<file path="src/rtl/kpi_pkg.sv">
`default_nettype none
package kpi_pkg;
    localparam int SlotCount = 64;
    localparam int SlotBits = $clog2(SlotCount);
    localparam int CountBits = SlotBits + 1;
    localparam logic [31:0] RegionReset = 32'd1048576;

    typedef enum logic [1:0] {
        CMD_PUSH = 2'd0,
        CMD_FIND_KEY = 2'd1,
        CMD_FIND_TIME = 2'd2,
        CMD_READ = 2'd3
    } t_cmd;

    typedef enum logic [2:0] {
        ST_OK = 3'd0,
        ST_EMPTY = 3'd1,
        ST_NOT_FOUND = 3'd2,
        ST_BAD_LEN = 3'd3,
        ST_RANGE = 3'd4
    } t_status;

    typedef struct packed {
        t_cmd cmd;
        logic [31:0] frame_length;
        logic [63:0] frame_time;
        logic frame_is_key;
        logic [63:0] wanted_age;
        logic [63:0] earliest_time;
        logic [31:0] slot_number;
    } t_cmd_word;

    typedef struct packed {
        t_status status;
        logic [31:0] frame_index;
        logic [31:0] placed_offset;
        logic [31:0] placed_length;
        logic [63:0] slot_time;
        logic slot_is_key;
    } t_result;

    localparam int CmdWidth = $bits(t_cmd_word);
    localparam int ResWidth = $bits(t_result);
endpackage
`default_nettype wire

</file>
<file path="src/rtl/kpi_front.sv">
`default_nettype none
module kpi_front (
    input  wire                  i_clk,
    input  wire                  i_rst_n,
    input  wire                  i_valid,
    output logic                 o_ready,
    input  wire kpi_pkg::t_cmd_word i_word,
    output logic                 o_q_valid,
    input  wire                  i_q_ready,
    output kpi_pkg::t_cmd_word   o_q_word
);
    import kpi_pkg::*;

    // two-entry queue between accept side and execution side
    t_cmd_word r_buf [2];
    logic r_wp, r_rp;
    logic [1:0] r_cnt;
    logic push, pop;

    assign o_ready = (r_cnt != 2'd2);
    assign o_q_valid = (r_cnt != 2'd0);
    assign o_q_word = r_buf[r_rp];
    assign push = i_valid && o_ready;
    assign pop = o_q_valid && i_q_ready;

    always_ff @(posedge i_clk) begin
        if (push) begin
            r_buf[r_wp] <= i_word;
        end
        if (!i_rst_n) begin
            r_wp <= 1'b0;
            r_rp <= 1'b0;
            r_cnt <= 2'd0;
        end else begin
            if (push) r_wp <= ~r_wp;
            if (pop) r_rp <= ~r_rp;
            r_cnt <= r_cnt + {1'b0, push} - {1'b0, pop};
        end
    end
endmodule
`default_nettype wire

</file>
<file path="config.mk">
export PLATFORM = sky130hd
export DESIGN_NAME = kpi_front
export DESIGN_NICKNAME = d
export VERILOG_FILES = /design/src/rtl/kpi_pkg.sv /design/src/rtl/kpi_front.sv
export SDC_FILE = /design/constraint.sdc
export NUM_CORES = 1
export LEC_CHECK = 0
export ABC_AREA = 1
export ABC_CLOCK_PERIOD_IN_PS = 38900
export BUFFER_PORTS_ARGS = -buffer_cell sky130_fd_sc_hd__buf_2
export CORE_ASPECT_RATIO = 1.4
export CORE_MARGIN = 1.5
export CORE_UTILIZATION = 30
export CTS_CLUSTER_SIZE = 24
export DETAILED_ROUTE_END_ITERATION = 8
export MAX_ROUTING_LAYER = met4
export PLACE_DENSITY_LB_ADDON = 0.15
export SKIP_CTS_REPAIR_TIMING = 1
export SYNTH_ARGS = -nofsm -noshare
export SYNTH_HDL_FRONTEND = slang
export SYNTH_SLANG_ARGS = --single-unit
</file>
<file path="constraint.sdc">
create_clock -name i_clk -period 38.9 [get_ports i_clk]
set_clock_uncertainty 0.15 [all_clocks]
set_input_delay 3.89 -clock i_clk [delete_from_list [all_inputs] [get_ports i_clk]]
set_output_delay 3.89 -clock i_clk [all_outputs]
set_load 0.02 [all_outputs]
</file>
==> impl_metrics.env <==
export IMPL_cellLeakagePower_nw=9.632
export IMPL_cts_sinks=523
export IMPL_grt_max_degree=146
export IMPL_max_slew_margin=0.2967
export IMPL_first_pass_iters=4
export IMPL_nNetsFinal=1666
export IMPL_htreeDepth=2
export IMPL_hold_start="r_rp"
export IMPL_power_internal_mw=1.227
export IMPL_cap_violations=0
export IMPL_power_frac_comb=0.261
export IMPL_synth_edf_count=518
export IMPL_muxShareOfSynthArea=0.1859
export IMPL_cts_buffer_depth=3
export IMPL_cts_buffers=54
export IMPL_clkTransAtPathRegs_ns=0.06
export IMPL_hp_class="flip-flop to flip-flop"
export IMPL_wire_per_inst_um=20.40
export IMPL_cts_tree="done"
export IMPL_p_switching_mw=0.5012
export IMPL_vdd_drop_max_mv=0.06446
export IMPL_port_buffers=523
export IMPL_switching_share=0.2900
export IMPL_clk_latency_ns=0.60
export IMPL_hold_violations=0
export IMPL_status="complete, no violations"
export IMPL_crit_required_ns=34.86
export IMPL_post_drt_via_cell_ratio=4.252
export IMPL_power_density_nw_per_um2=68.77
export IMPL_dr_wl_met3_um=4265
export IMPL_dr_wl_met2_um=24120
export IMPL_die_h_um=306.8
export IMPL_start_util=0.3029
export IMPL_dpl_hpwl_um=32470
export IMPL_num_vias=9800
export IMPL_area_growth_pct=27.09
export IMPL_coreArea_um2=65280
export IMPL_antenna_left=0
export IMPL_r2r_end="r_buf[0][117]"
export IMPL_async_reset_ff_frac=0
export IMPL_die_area_um2=67480
export IMPL_ys_dominant_reg_cell="edfxtp_1"
export IMPL_dp_slack_ns=31.47
export IMPL_synth_xor_xnor_area_share=0
export IMPL_setup_viol=0
export IMPL_gr_total_overflow=0
export IMPL_r2r_start="r_cnt[0]"
export IMPL_power_frac_seq=0.429
export IMPL_seq_area_frac_synth=0.7918
export IMPL_yosys_warnings=0
export IMPL_yosysMostFrequentCell="edfxtp_1"
export IMPL_drive_gt1_frac=0.6033
export IMPL_cp_start_kind="flip-flop"
export IMPL_totalNegativeSetupSlack_ns=0
export IMPL_worst_slack_ns=30.95
export IMPL_synth_compound_area_frac=0.0005063
export IMPL_worstPathMaxFanout=60
export IMPL_arrival_ns=3.91
export IMPL_ys_ff_latch=523
export IMPL_grt_first_pass_wirelength_um=65730
export IMPL_syn_area_per_cell_um2=23.48
export IMPL_nFillCells=6103
export IMPL_synth_top_area_cell="edfxtp_1"
export IMPL_synth_top_family_by_area="multiplexers"
export IMPL_die_w_um=220.0
export IMPL_crit_type="flip-flop to output pin"
export IMPL_syn_area_um2=19770
export IMPL_grt_antenna_before_repair=19
export IMPL_ios=524
export IMPL_synthTopCellsByCount="edfxtp_1, mux2_4, mux2_2, buf_6, nand2_1"
export IMPL_groute_usage_overall=0.1381
export IMPL_r2r_cells=6
export IMPL_clkPwrFrac=0.310
export IMPL_yosys_area_share_simple=0.003987
export IMPL_gp_congestion=0.7711
export IMPL_whs_path_depth=2
export IMPL_synth_adder_area_share=0.001266
export IMPL_root_buffer="clkbuf_16"
export IMPL_reg2reg_slack_ns=35.24
export IMPL_synth_top_cells_by_area="edfxtp_1, mux2_4, mux2_2"
export IMPL_routed_wl_um=47020
export IMPL_highest_layer="met4"
export IMPL_endpoint_kind="output pin"
export IMPL_grt_pass1_vias=10462
export IMPL_synth_cells=842
export IMPL_wirelength_met1_um=16780
export IMPL_drt_first_iter_violations=461
export IMPL_netlist_area_leader_share=0.7867
export IMPL_fmax_mhz=125.7
export IMPL_drc_errors=0
export IMPL_slew_violations=0
export IMPL_rows=111
export IMPL_rsz0062_at_grt="false"
export IMPL_synth_distinct_cells=12
export IMPL_period_share=0.2045
export IMPL_finalCriticalPeriod_ns=7.955
export IMPL_syn_num_nets=1107
export IMPL_worst_slew_pin_slew_ns=1.055
[critical path, cell delays in order (launching register included)]
cell and delay, ns:
dfxtp_4 0.84, buf_4 0.84, buf_4 0.90, mux2_2 0.42
buf_2 0.16
[per-layer routing]
| layer | GRT usage | up-vias |
|---|---|---|
| li1 | - | 4491 |
| met1 | 0.1370 | 4822 |
| met2 | 0.2370 | 390 |
| met3 | 0.05213 | 97 |
| met4 | 0.06439 | 0 |
| met5 | - | - |
[per-stage QoR]
stage          total power, mW    util  hold slack [ns]  std cells  area (um2)
2_1_floorplan            1.098       -           0.3175        842       19770
3_3_place_gp             1.212  0.3561           0.3359       2192       23250
3_5_place_dp             1.216  0.3561           0.3443       2192       23250
4_1_cts                  1.759  0.3843           0.3593       2289       25090
5_1_grt                  1.804  0.3849           0.3837       2305       25130
6_report                 1.728  0.3849           0.3581       2305       25130
[worst max-delay path by stage]
stage,startpoint,depth (start not counted),slack (ns),endpoint
3_3_place_gp,flip-flop,4,31.53,o_q_word[137]
5_1_grt,flip-flop,4,30.66,o_q_word[254]
6_report,flip-flop,4,30.95,o_q_word[254]
4_1_cts,flip-flop,4,30.78,o_q_word[254]
2_1_floorplan,i_valid,2,23.17,r_buf[0][0]
3_5_place_dp,flip-flop,4,31.47,o_q_word[254]
[power groups by stage]
| stage | clock network (mW) | logic [mW] | registers (mW) |
|---|---|---|---|
| final | 0.535 | 0.451 | 0.742 |
| after global routing | 0.575 | 0.481 | 0.748 |
| after CTS | 0.554 | 0.462 | 0.743 |
| after detailed placement | 0 | 0.460 | 0.755 |
| after global placement | 0 | 0.459 | 0.753 |
| after floorplan | 0 | 0.329 | 0.769 |
[sequential cells by signal, summed over array words and instances, names as in the netlist, named ones only]
name and count:
r_wp 1, r_buf 518, r_cnt 2, r_rp 1
[cells by family after synthesis]
kind of cell | Yosys count
multiplexers | 259
adder cells (fa/ha/maj) | 2
AND/OR/NAND/NOR | 20
buffers and inverters | 36
flip-flops | 523
AO/OA/AOI/OAI | 2
[final cells by class]
class,count,area [um2],share of cell area
Antenna cell,16,40.04,0.001593
Clock buffer,63,1449,0.05766
Clock inverter,34,391.6,0.01559
Inverter,7,33.78,0.001344
Multi-Input combinational cell,283,3796,0.1511
Sequential cell,523,15660,0.6232
Tap cell,847,1060,0.04218
Timing Repair Buffer,532,2698,0.1074
[layout by cell type, fill, tap and decap left out, drive strengths merged]
| cell type | n |
|---|---|
| clkbuf | 63 |
| nand3 | 3 |
| clkinv | 21 |
| ha | 2 |
| dfxtp | 5 |
| diode | 16 |
| clkinvlp | 3 |
| nand2 | 9 |
| nor2 | 8 |
| bufinv | 9 |
| inv | 8 |
| a21oi | 2 |
| edfxtp | 518 |
| mux2 | 259 |
| buf | 532 |
Power figures use the tool's default switching activity.
